<file path="src/hdl/amfec_pkg.sv">
// ----------------------------------------------------------------------------
// amfec_pkg
// Shared constants and helper functions for the voice frame fec encoder:
// golay(23,12) generator rows, scrambler lcg constants and jump-ahead maths.
// ----------------------------------------------------------------------------
package amfec_pkg;

  // field widths
  localparam int unsigned PayloadW = 49;
  localparam int unsigned DataW    = 12;
  localparam int unsigned ParW     = 11;
  localparam int unsigned GolayW   = DataW + ParW;
  localparam int unsigned ExtW     = GolayW + 1;
  localparam int unsigned PlainW   = 25;
  localparam int unsigned LcgW     = 16;
  localparam int unsigned MaskW    = GolayW;

  // scrambler lcg: x <- LcgMul * x + LcgAdd (mod 2^LcgW), seed = 16 * c0
  localparam logic [LcgW-1:0] LcgMul  = 16'd173;
  localparam logic [LcgW-1:0] LcgAdd  = 16'd13849;
  localparam int unsigned     SeedShift = 4;

  // golay(23,12) generator rows, row 0 belongs to the data msb
  localparam logic [ParW-1:0] GolayRows [DataW] = '{
    11'h63a, 11'h31d, 11'h7b4, 11'h3da, 11'h1ed, 11'h6cc,
    11'h366, 11'h1b3, 11'h6e3, 11'h54b, 11'h49f, 11'h475
  };

  // stage enables handed to the scrambler
  typedef struct packed {
    logic s1;
    logic s2;
  } amfec_adv_t;

  // golay check bits of a 12-bit data word
  function automatic logic [ParW-1:0] golay_check(logic [DataW-1:0] data);
    logic [ParW-1:0] par;
    par = '0;
    for (int k = 0; k < DataW; k++) begin
      if (data[DataW-1-k]) par = par ^ GolayRows[k];
    end
    return par;
  endfunction

  // multiplier of the lcg after a number of steps: LcgMul^steps
  function automatic logic [LcgW-1:0] lcg_jump_mul(int unsigned steps);
    logic [2*LcgW-1:0] acc;
    acc = {{LcgW{1'b0}}, {{(LcgW-1){1'b0}}, 1'b1}};
    for (int unsigned i = 0; i < steps; i++) begin
      acc = {{LcgW{1'b0}}, acc[LcgW-1:0]} * {{LcgW{1'b0}}, LcgMul};
    end
    return acc[LcgW-1:0];
  endfunction

  // offset of the lcg after a number of steps, starting from zero
  function automatic logic [LcgW-1:0] lcg_jump_add(int unsigned steps);
    logic [2*LcgW-1:0] acc;
    acc = '0;
    for (int unsigned i = 0; i < steps; i++) begin
      acc = {{LcgW{1'b0}}, acc[LcgW-1:0]} * {{LcgW{1'b0}}, LcgMul}
            + {{LcgW{1'b0}}, LcgAdd};
    end
    return acc[LcgW-1:0];
  endfunction

endpackage

</file>
<file path="src/hdl/amfec_scrambler.sv">
// ----------------------------------------------------------------------------
// amfec_scrambler
// Two-stage scramble mask generator. Each lcg step is jumped to directly
// from the seed, so all mask bits are computed in parallel lanes.
// ----------------------------------------------------------------------------
module amfec_scrambler (
  input  logic                                clk_i,
  input  amfec_pkg::amfec_adv_t               adv_i,
  input  logic [amfec_pkg::DataW-1:0]         seed_i,
  output logic [amfec_pkg::MaskW-1:0]         mask_o
);

  logic [amfec_pkg::LcgW-1:0] seed;
  logic [amfec_pkg::LcgW-1:0] prod_d [amfec_pkg::MaskW];
  logic [amfec_pkg::LcgW-1:0] prod_q [amfec_pkg::MaskW];
  logic [amfec_pkg::MaskW-1:0] mask_d;
  logic [amfec_pkg::MaskW-1:0] mask_q;

  // seed is sixteen times the first data word, mod 2^16
  assign seed = {seed_i, {amfec_pkg::SeedShift{1'b0}}};

  // one lane per lcg step, lane j gives the state after j+1 steps
  for (genvar j = 0; j < amfec_pkg::MaskW; j++) begin : g_lane
    localparam logic [amfec_pkg::LcgW-1:0] MulK =
      amfec_pkg::lcg_jump_mul(j + 1);
    localparam logic [amfec_pkg::LcgW-1:0] AddK =
      amfec_pkg::lcg_jump_add(j + 1);
    logic [amfec_pkg::LcgW-1:0] state;

    // stage one: product of seed and jump multiplier
    assign prod_d[j] = amfec_pkg::LcgW'(seed * MulK);

    // stage two: add jump offset, top bit is the mask bit (first step at msb)
    assign state = amfec_pkg::LcgW'(prod_q[j] + AddK);
    assign mask_d[amfec_pkg::MaskW-1-j] = state[amfec_pkg::LcgW-1];
  end

  // lane product registers
  always_ff @(posedge clk_i) begin
    if (adv_i.s1) prod_q <= prod_d;
  end

  // mask register
  always_ff @(posedge clk_i) begin
    if (adv_i.s2) mask_q <= mask_d;
  end

  assign mask_o = mask_q;

endmodule

</file>
<file path="src/hdl/ambe_payload_fec_frame_encoder.sv">
// ----------------------------------------------------------------------------
// ambe_payload_fec_frame_encoder
// Encodes a 49-bit voice payload into a 72-bit protected frame: extended
// golay first word, scrambled golay second word and the unprotected tail.
// ----------------------------------------------------------------------------
// an accepted item passes the stage one, stage two and stage three registers to the output
// throughput: one item per cycle while stall_i is low, set by the three-stage register pipeline
// a stalled output holds only the stages behind it that are full
// reset clears the stage valid bits only; the pipeline is empty after reset
// ----------------------------------------------------------------------------
module ambe_payload_fec_frame_encoder (
  input  logic                               clk_i,
  input  logic                               rst_ni,
  input  logic                               valid_i,
  output logic                               stall_o,
  input  logic [amfec_pkg::PayloadW-1:0]     payload_bits_i,
  output logic                               valid_o,
  input  logic                               stall_i,
  output logic [amfec_pkg::ExtW-1:0]         first_codeword_o,
  output logic [amfec_pkg::GolayW-1:0]       second_codeword_o,
  output logic [amfec_pkg::PlainW-1:0]       plain_bits_o
);

  localparam int unsigned C0Lsb = amfec_pkg::PlainW + amfec_pkg::DataW;
  localparam int unsigned C1Lsb = amfec_pkg::PlainW;

  logic ready1, ready2, ready3;
  logic v1_q, v2_q, v3_q;

  logic [amfec_pkg::DataW-1:0]   c0;
  logic [amfec_pkg::DataW-1:0]   c1;

  logic [amfec_pkg::GolayW-1:0]  w0_1_d, w0_1_q;
  logic [amfec_pkg::GolayW-1:0]  w1_1_d, w1_1_q;
  logic [amfec_pkg::PlainW-1:0]  plain_1_q;

  logic [amfec_pkg::ExtW-1:0]    first_2_d, first_2_q;
  logic [amfec_pkg::GolayW-1:0]  w1_2_q;
  logic [amfec_pkg::PlainW-1:0]  plain_2_q;

  logic [amfec_pkg::ExtW-1:0]    first_3_q;
  logic [amfec_pkg::GolayW-1:0]  second_3_d, second_3_q;
  logic [amfec_pkg::PlainW-1:0]  plain_3_q;

  logic [amfec_pkg::MaskW-1:0]   mask;
  amfec_pkg::amfec_adv_t         adv;

  // per-stage ready, a stage moves when it is empty or the next one moves
  assign ready3  = !v3_q || !stall_i;
  assign ready2  = !v2_q || ready3;
  assign ready1  = !v1_q || ready2;
  assign stall_o = !ready1;

  // valid bits travel with the data
  always_ff @(posedge clk_i or negedge rst_ni) begin
    if (!rst_ni) begin
      v1_q <= 1'b0;
      v2_q <= 1'b0;
      v3_q <= 1'b0;
    end else begin
      if (ready1) v1_q <= valid_i;
      if (ready2) v2_q <= v1_q;
      if (ready3) v3_q <= v2_q;
    end
  end

  // stage one: split payload, golay check bits of both data words
  assign c0     = payload_bits_i[C0Lsb +: amfec_pkg::DataW];
  assign c1     = payload_bits_i[C1Lsb +: amfec_pkg::DataW];
  assign w0_1_d = {c0, amfec_pkg::golay_check(c0)};
  assign w1_1_d = {c1, amfec_pkg::golay_check(c1)};

  always_ff @(posedge clk_i) begin
    if (ready1) begin
      w0_1_q    <= w0_1_d;
      w1_1_q    <= w1_1_d;
      plain_1_q <= payload_bits_i[amfec_pkg::PlainW-1:0];
    end
  end

  // scramble mask, seeded from the first data word, ready alongside stage two
  assign adv.s1 = ready1;
  assign adv.s2 = ready2;

  amfec_scrambler u_scrambler (
    .clk_i  (clk_i),
    .adv_i  (adv),
    .seed_i (c0),
    .mask_o (mask)
  );

  // stage two: even parity extension of the first word
  assign first_2_d = {w0_1_q, ^w0_1_q};

  always_ff @(posedge clk_i) begin
    if (ready2) begin
      first_2_q <= first_2_d;
      w1_2_q    <= w1_1_q;
      plain_2_q <= plain_1_q;
    end
  end

  // stage three: scramble the second word into the output register
  assign second_3_d = w1_2_q ^ mask;

  always_ff @(posedge clk_i) begin
    if (ready3) begin
      first_3_q  <= first_2_q;
      second_3_q <= second_3_d;
      plain_3_q  <= plain_2_q;
    end
  end

  assign valid_o           = v3_q;
  assign first_codeword_o  = first_3_q;
  assign second_codeword_o = second_3_q;
  assign plain_bits_o      = plain_3_q;

endmodule
</file>
<file path="config.mk">
export PLATFORM = sky130hd
export DESIGN_NAME = ambe_payload_fec_frame_encoder
export DESIGN_NICKNAME = d
export VERILOG_FILES = /design/src/hdl/amfec_pkg.sv /design/src/hdl/amfec_scrambler.sv /design/src/hdl/ambe_payload_fec_frame_encoder.sv
export SDC_FILE = /design/constraint.sdc
export NUM_CORES = 1
export LEC_CHECK = 0
export BUFFER_PORTS_ARGS = -buffer_cell sky130_fd_sc_hd__buf_2
export CORE_MARGIN = 2
export CORE_UTILIZATION = 35
export CTS_CLUSTER_DIAMETER = 150
export DETAILED_ROUTE_END_ITERATION = 10
export GPL_ROUTABILITY_DRIVEN = 0
export PLACE_DENSITY_LB_ADDON = 0.05
export RECOVER_POWER = 50
export SETUP_SLACK_MARGIN = 0.5
export SLEW_MARGIN = 20
export SYNTH_ARGS = -nofsm -noshare
export SYNTH_HDL_FRONTEND = slang
export SYNTH_SLANG_ARGS = --single-unit
</file>
<file path="constraint.sdc">
create_clock -name clk_i -period 17.3 [get_ports clk_i]
set_input_delay 3.46 -clock clk_i [delete_from_list [all_inputs] [get_ports clk_i]]
set_output_delay 3.46 -clock clk_i [all_outputs]
set_load 0.05 [all_outputs]
</file>
### Yosys cells after proc, flatten, opt, wreduce, memory -nomap -nowiden

Index checks and enable logic that the tools add are counted.

| storage, ports and cells | value |
|---|---|
| output and inout port bits | 74 |
| logic and storage cells | 138 |
| input port bits | 53 |
| register bits after elaboration | 517 |

| cells by class | value |
|---|---|
| bitwise logic cells | 23 |
| $add $sub $neg | 23 |
| reduce and logical (&&, ||, !) cells | 9 |
| muxes and demuxes | 24 |
| multipliers | 23 |

Operators by type and width:

| kind | count |
|---|---|
| $mux W11 | 14 |
| $add A16 B16 Y16 const B | 9 |
| $mul A12 B16 Y12 const B | 9 |
| $add A16 B15 Y16 const B | 6 |
| $mul A12 B15 Y12 const B | 6 |
| $not A6 Y6 | 12 |
| $not A7 Y7 | 10 |
| $add A16 B14 Y16 const B | 4 |
| $mux W10 | 6 |
| $mul A12 B14 Y12 const B | 3 |
| $mux W9 | 4 |
| $add A16 B13 Y16 const B | 2 |
| $mul A12 B11 Y12 const B | 2 |
| $reduce_xor A23 Y1 | 1 |
| $xor A23 B23 Y23 | 1 |
| $add A16 B10 Y16 const B | 1 |
| $add A16 B9 Y16 const B | 1 |
| $mul A12 B13 Y12 const B | 1 |
| $mul A12 B8 Y12 const B | 1 |
| $mul A12 B9 Y12 const B | 1 |
| $logic_not A1 Y1 | 5 |
| $logic_or A1 B1 Y1 | 3 |

### Longest topological paths before layout

Gate-level depths: netlist of the first run.

| depth | value |
|---|---|
| depth after elaboration | 23 |
| gate-level depth with buffers | 18 |
| mapped depth without buffers | 17 |

### Hierarchy

A second synthesis of the first run with hierarchy kept.

| unflattened totals | value |
|---|---|
| cells, all modules | 2,219 |
| area, all modules | 29,248.1 µm² |

Modules (own cells, without submodules):

| module | sequential area each (µm²) | cells an instance | instances | area an instance (µm²) |
|---|---|---|---|---|
| amfec_scrambler | 6,065.8 | 1,865 | 1 | 21,531.9 |
| ambe_payload_fec_frame_encoder | 6,531.3 | 354 | 1 | 7,716.2 |

### Worst setup path before layout of the first run

No wires, ideal clock.

| timing | value |
|---|---|
| kind | in2out |
| start point | input stall_i |
| end point | output stall_o |
| setup slack | 0.209 ns |
| cell stages on the path | 2 |
| buffers on the path | 0 |
| arrival time | 13.631 ns |
| data required time | 13.840 ns |
| cell sequence | nand4_1 > inv_1 |

| between the ends | value |
|---|---|
| cells in the longest elaborated chain, start to end | 5 |

Ends and longest elaborated chain:

| element | RTL line | source |
|---|---|---|
| start: declaration | ambe_payload_fec_frame_encoder.sv:18 | `input logic stall_i,` |
| $logic_not A1 Y1 | ambe_payload_fec_frame_encoder.sv:49 | `assign ready3 = !v3_q \|\| !stall_i;` |
| $logic_or A1 B1 Y1 | ambe_payload_fec_frame_encoder.sv:49 |  |
| $logic_or A1 B1 Y1 | ambe_payload_fec_frame_encoder.sv:50 | `assign ready2 = !v2_q \|\| ready3;` |
| $logic_or A1 B1 Y1 | ambe_payload_fec_frame_encoder.sv:51 | `assign ready1 = !v1_q \|\| ready2;` |
| $logic_not A1 Y1 | ambe_payload_fec_frame_encoder.sv:52 | `assign stall_o = !ready1;` |
| end: declaration | ambe_payload_fec_frame_encoder.sv:15 | `output logic stall_o,` |

Every way passes these cells.

==> results of run 1 <==
==> stage by stage <==
stage / instance area [sq um] / power (mW) / utilization [%]
finish: 32700 / 5.07 / 39.8
CTS: 32800 / 5.18 / 39.9
floorplan: 29100 / 3.46 / -
detailed placement: 31200 / 4.12 / 38.0
global route: 32700 / 5.49 / 39.8
global placement: 31200 / 4.12 / 38.0
==> kinds of logic (layout without fill, tap and decap cells) <==
family | after synthesis | in the layout
simple gates | 94 | 94
buf+inv | 448 | 679
flops | 414 | 414
fa+ha+maj | 614 | 614
xor+xnor | 435 | 435
compound gates | 201 | 201
==> report_power, final <==
group / switching (mW) / leakage, nW / internal [mW]
logic: 1.36 / 9.48 / 0.973
registers: 0.113 / 4.23 / 1.61
clock network: 0.421 / 0.764 / 0.596
==> layout by cell type (no fill, tap or decap), types with 4 or more instances in the layout <==
| cell | netlist | layout |
|---|---|---|
| o41ai_1 | 4 | 4 |
| a21oi_1 | 87 | 87 |
| nor3_1 | 9 | 9 |
| o21bai_1 | 32 | 32 |
| nor2_1 | 34 | 34 |
| clkbuf_16 | 0 | 50 |
| edfxtp_1 | 411 | 411 |
| inv_1 | 441 | 441 |
| nand4_1 | 7 | 7 |
| nand2_1 | 23 | 22 |
| xor2_1 | 100 | 99 |
| clkinv_1 | 0 | 11 |
| a21o_1 | 44 | 44 |
| buf_4 | 1 | 8 |
| buf_2 | 1 | 82 |
| xnor2_1 | 332 | 332 |
| nand2b_1 | 5 | 5 |
| o21ai_0 | 9 | 9 |
| nand3_1 | 4 | 4 |
| ha_1 | 389 | 389 |
| fa_1 | 225 | 225 |
| a31oi_1 | 5 | 5 |
| clkbuf_1 | 4 | 71 |
| clkbuf_8 | 0 | 4 |
==> area by class of cell <==
class | count | area share (%)
multi-input combinational | 1344 | 45.8
sequential | 414 | 38.0
inverter | 441 | 5.07
clock buffer | 69 | 4.17
tap | 1070 | 4.10
timing repair buffer | 147 | 2.14
clock inverter | 22 | 0.728
==> metal layers <==
metal  part of all wire [%]  track usage (%)  wire (um)
met5                      0                0          0
met1                     48             25.0      35400
met3                    3.8             2.92       2830
met2                     47             29.5      34600
met4                    2.0             4.06       1510
==> worst paths after layout <==
path | to | depth (start not counted) | slack (ns) | from
hold / removal | plain_bits_o[5]$_DFFE_PP_ | 0 | 0.41 | plain_2_q[5]$_DFFE_PP_
min in group asynchronous | valid_o$_DFFE_PN0P_ | 1 | 2.65 | rst_ni
hold reg to reg | plain_bits_o[5]$_DFFE_PP_ | 0 | 0.41 | plain_2_q[5]$_DFFE_PP_
setup / recovery | u_scrambler.prod_q[287]$_DFFE_PN_ | 17 | 7.88 | payload_bits_i[42]
max in group asynchronous | v2_q$_DFFE_PN0P_ | 1 | 14.49 | rst_ni
setup reg to reg | plain_2_q[5]$_DFFE_PP_ | 2 | 12.52 | valid_o$_DFFE_PN0P_
==> flip-flops by register name, indices dropped and copies added, names as in the netlist, 23 cells and up <==
signal              flops
w1_2_q                 23
first_2_q              24
plain_bits_o           25
u_scrambler.mask_o     23
w1_1_q                 23
u_scrambler.prod_q    173
second_codeword_o      23
plain_1_q              25
first_codeword_o       24
w0_1_q                 23
plain_2_q              25
==> worst register-to-register path: stages (launching register included) <==
cell and delay [ns]:
dfrtp_1 0.43, nand3_1 1.15, clkbuf_1 2.62
==> impl_metrics.json, run 1 <==
{
  "place_inst": 3416,
  "pre_cts_ws_ns": 8.82,
  "cp-end-kind": "register",
  "diodes": 0,
  "ys_seq_elements": 414,
  "yosysTopAreaCell": "edfxtp_1",
  "grt_pass1_vias": 17400,
  "cts_buffer_depth": 3,
  "fp.coreArea_sq_um": 82100,
  "critPathSlowestCell": "clkbuf_1",
  "hold_viol": 0,
  "yosys.cell_types.count": 46,
  "htreeDepth": 2,
  "synth-simple-area-share_pct": 1.51,
  "hold_ws_ns": 0.411,
  "setup_ws_ns": 7.88,
  "fin_crit_ns": 9.42,
  "via_count": 16100,
  "fill_cells": 7825,
  "fp.dieArea_sq_um": 85400,
  "p_per_area_nw_per_um2": 155,
  "fin_crit_sh_pct": 54.5,
  "worst_slew_pin_slew_ns": 4.02,
  "synth-xor-area-share_pct": 13.3,
  "post_cts_buffers": 0,
  "synth_top_family_by_area": "adder cells",
  "drive_gt1_share_pct": 6.77,
  "drt_wl_total_mm": 74.4,
  "cts_root_buf": "clkbuf_16",
  "synth_warnings": 0,
  "synth_compound_area_share_pct": 4.42,
  "maxCapViolCount": 15,
  "setup_viol_count_final": 0,
  "regArea_sq_um": 12400,
  "viasPerCell": 4.58,
  "p_leak_nw": 14.5,
  "ys_seq_area_share_pct": 42.7,
  "pin_count": 127,
  "place_hpwl_mm": 57.3,
  "tns_ns": 0,
  "final_nets": 3065,
  "synthTopCellsByArea": "edfxtp_1, ha_1, fa_1, xnor2_1, inv_1",
  "path_buf_inv": 7,
  "dr.first_iter.drc_count": 723,
  "synth_mux_area_share_pct": 0,
  "irDropWorstVdd_mv": 0.101,
  "rsz0062_at_grt": "false",
  "postSynthCellCount": 2206,
  "crit_family": "buffers and inverters",
  "rows": 105,
  "cts_hold_buf": 0,
  "grt_first_pass_wirelength_mm": 113,
  "cts_made_buffers": 50,
  "post_cts_resized": 0,
  "grt_util_all_layers_pct": 18.0,
  "synth_adder_area_share_pct": 32.2,
  "port_buffers": 126,
  "cp_cell_sequence": "buf_2, clkbuf_1, inv_1, fa_1, inv_1, nand2_1, inv_1, ha_1, xnor2_1, fa_1, fa_1, inv_1, ha_1, inv_1, o21bai_1, a21oi_1, xnor2_1",
  "ys.flop_type": "edfxtp_1",
  "synth_edf_count": 411,
  "fin_skew_ns": 0.0434,
  "die_w_um": 292,
  "drc": 0,
  "async_reset_ff_share_pct": 0.725,
  "criticalPathCategory": "in2reg",
  "relSlewSlack_pct": -168,
  "status": "finished with violations",
  "required_ns": 17.67,
  "multi_input_area_sq_um": 15000,
  "violations": "capacitance limit, slew limit",
  "fin_cells": 3507,
  "drtAntennaViolNets": 0,
  "critPathLaunchType": "input pin",
  "synth_commonest_cells": "inv_1, edfxtp_1, ha_1",
  "slew_viol_final": 439,
  "path_clk_slew_ns": 0.06,
  "crit_path_frequent_cell": "inv_1",
  "yosysTopAreaCellShare_pct": 42.5,
  "firstDrtPassIters": 5,
  "grt_max_degree": 155,
  "syn_nets": 2873,
  "cts.sinks": 414,
  "post-synth-top-count-cell": "inv_1",
  "die_y_um": 292,
  "crit_fanout": 25,
  "syn2layout_area_growth_pct": 12.4,
  "routedWlPerCell_um": 21.2,
  "grt_remaining_overflow": 0,
  "clock_latency_ns": 0.62,
  "slowest_delay_ns": 1.78,
  "antenna_found_initial": 4,
  "arrival_ns": 9.80,
  "start_util_pct": 35.4,
  "max_freq_ghz": 0.106,
  "syn-cell-area_sq_um": 29100,
  "cts_tree": "built",
  "hold_class": "reg2reg",
  "postSynthAreaPerCell_sq_um": 13.2
}
Note: power is estimated with default switching activity, not from simulation.
==> run 2, diff against run 1 <==
==> constraint.sdc (replaced) <==
create_clock -name clk_i -period 9.14 [get_ports clk_i]
set_input_delay 1.828 -clock clk_i [delete_from_list [all_inputs] [get_ports clk_i]]
set_output_delay 1.828 -clock clk_i [all_outputs]
set_load 0.05 [all_outputs]
==> impl_metrics.json, run 2 (synthesized netlist as in run 1, its figures left out) <==
{
  "arrival_ns": 7.27,
  "fin_util_pct": 39.6,
  "drtAntennaViolNets": 0,
  "grt_remaining_overflow": 0,
  "drive_gt1_share_pct": 5.23,
  "multi_input_area_sq_um": 15000,
  "routedWlPerCell_um": 21.6,
  "cts_root_buf": "clkbuf_16",
  "criticalPathCategory": "in2reg",
  "setup_viol_count_final": 0,
  "hold_class": "reg2reg",
  "fp.dieArea_sq_um": 85400,
  "worst_slew_pin_slew_ns": 4.03,
  "violations": "capacitance limit, slew limit",
  "fp.coreArea_sq_um": 82100,
  "r2r_end": "w1_2_q[9]$_DFFE_PP_",
  "post_cts_resized": 0,
  "fin_crit_ns": 6.92,
  "critPathLaunchType": "input pin",
  "swShare_pct": 37.7,
  "cts_buffer_depth": 3,
  "total_power_mw": 9.53,
  "relSlewSlack_pct": -169,
  "regArea_sq_um": 12400,
  "die_y_um": 292,
  "largest_register": "u_scrambler.prod_q",
  "grt_pass1_vias": 17400,
  "via_count": 16000,
  "fin_skew_ns": 0.0183,
  "antenna_found_initial": 5,
  "grt_util_all_layers_pct": 18.1,
  "post_cts_buffers": 0,
  "whs_path_depth": 0,
  "start_util_pct": 35.4,
  "cts_made_buffers": 50,
  "path_clk_slew_ns": 0.06,
  "p_leak_nw": 14.3,
  "final_common_cell": "inv_1",
  "drt_wl_total_mm": 75.4,
  "met1_usage_pct": 25.3,
  "tns_ns": 0,
  "place_inst": 3416,
  "switchingPower_mw": 3.59,
  "port_buffers": 126,
  "maxCapViolCount": 10,
  "reg2regPathDepth": 2,
  "critPathSlowestCell": "clkbuf_1",
  "p_per_area_nw_per_um2": 293,
  "diodes": 0,
  "grt_first_pass_wirelength_mm": 113,
  "reg2reg_from": "valid_o$_DFFE_PN0P_",
  "crit_family": "adder cells",
  "layout_common_cells": "inv_1, edfxtp_1, ha_1",
  "status": "finished with violations",
  "min_to": "first_codeword_o[11]$_DFFE_PP_",
  "slew_viol_final": 296,
  "die_w_um": 292,
  "grtUsageMet2_pct": 29.8,
  "fin_cells": 3500,
  "final_nets": 3065,
  "fin_crit_sh_pct": 75.8,
  "rsz0062_at_grt": "false",
  "combPwrFrac_pct": 46.3,
  "clock_latency_ns": 0.61,
  "drc": 0,
  "cp-end-kind": "register",
  "place_area_sq_um": 31200,
  "htreeDepth": 2,
  "hold_viol": 0,
  "rows": 105,
  "hp-start": "first_2_q[11]$_DFFE_PP_",
  "place_hpwl_mm": 58.8,
  "max_freq_ghz": 0.144,
  "path_buf_inv": 7,
  "slowest_delay_ns": 1.11,
  "power.share.clock_pct": 19.5,
  "irDropWorstVdd_mv": 0.181,
  "viasPerCell": 4.56,
  "largest_reg_flops": 173,
  "use_met3_pct": 2.41,
  "power_frac_seq_pct": 34.2,
  "ff2ff_setup_slack_ns": 4.35,
  "required_ns": 9.49,
  "firstDrtPassIters": 5,
  "pin_count": 127,
  "dr.first_iter.drc_count": 624,
  "syn2layout_area_growth_pct": 11.9,
  "fill_cells": 7827,
  "cts_tree": "built",
  "final_cell_area_sq_um": 32500,
  "crit_path_frequent_cell": "inv_1",
  "cp_cell_sequence": "clkbuf_1, inv_1, ha_1, inv_1, ha_1, ha_1, inv_1, fa_1, inv_1, ha_1, inv_1, fa_1, inv_1, a21o_1, a21oi_1, o21bai_1, a21oi_1, xnor2_1",
  "cts_hold_buf": 0,
  "cts.sinks": 414,
  "p_int_mw": 5.94,
  "busiest_layer": "met2",
  "grt_max_degree": 155,
  "crit_fanout": 15
}
## run 2: metrics by stage
stage               hold slack [ns]  setup WS, ns
finish                        0.411          2.22
global route                  0.422          1.86
CTS                           0.412          2.97
detailed placement            0.405          2.29
global placement              0.401          2.37
floorplan                     0.400         -4.69
## run 2: power by group through the flow
stage          Clock, mW  Combinational (mW)  Sequential (mW)
2_1_floorplan          0                3.01             3.54
3_3_place_gp           0                4.48             3.29
3_5_place_dp           0                4.50             3.31
4_1_cts             1.94                4.53             3.27
5_1_grt             2.01                4.97             3.33
6_report            1.86                4.41             3.26
## run 2: worst max-delay path by stage
| stage | startpoint | end | cells past startpoint |
|---|---|---|---|
| 5_1_grt | payload_bits_i[38] | u_scrambler.prod_q[111]$_DFFE_PN_ | 18 |
| 4_1_cts | payload_bits_i[38] | u_scrambler.prod_q[111]$_DFFE_PN_ | 18 |
| 2_1_floorplan | stall_i | stall_o | 2 |
| 6_report | payload_bits_i[38] | u_scrambler.prod_q[239]$_DFFE_PN_ | 18 |
| 3_5_place_dp | payload_bits_i[38] | u_scrambler.prod_q[239]$_DFFE_PN_ | 18 |
| 3_3_place_gp | payload_bits_i[39] | u_scrambler.prod_q[31]$_DFFE_PN_ | 13 |
## run 2: layout make-up
| cell class | count | area share, % |
|---|---|---|
| clock inverter | 26 | 0.677 |
| timing repair buffer | 147 | 2.03 |
| inverter | 441 | 5.09 |
| tap | 1070 | 4.12 |
| multi-input combinational | 1344 | 46.0 |
| sequential | 414 | 38.2 |
| clock buffer | 58 | 3.94 |
## run 2: metal layers
metal	wire, um	vias up
met5	0	-
li1	-	7717
met1	36100	7912
met2	35100	251
met3	2540	76
met4	1720	0
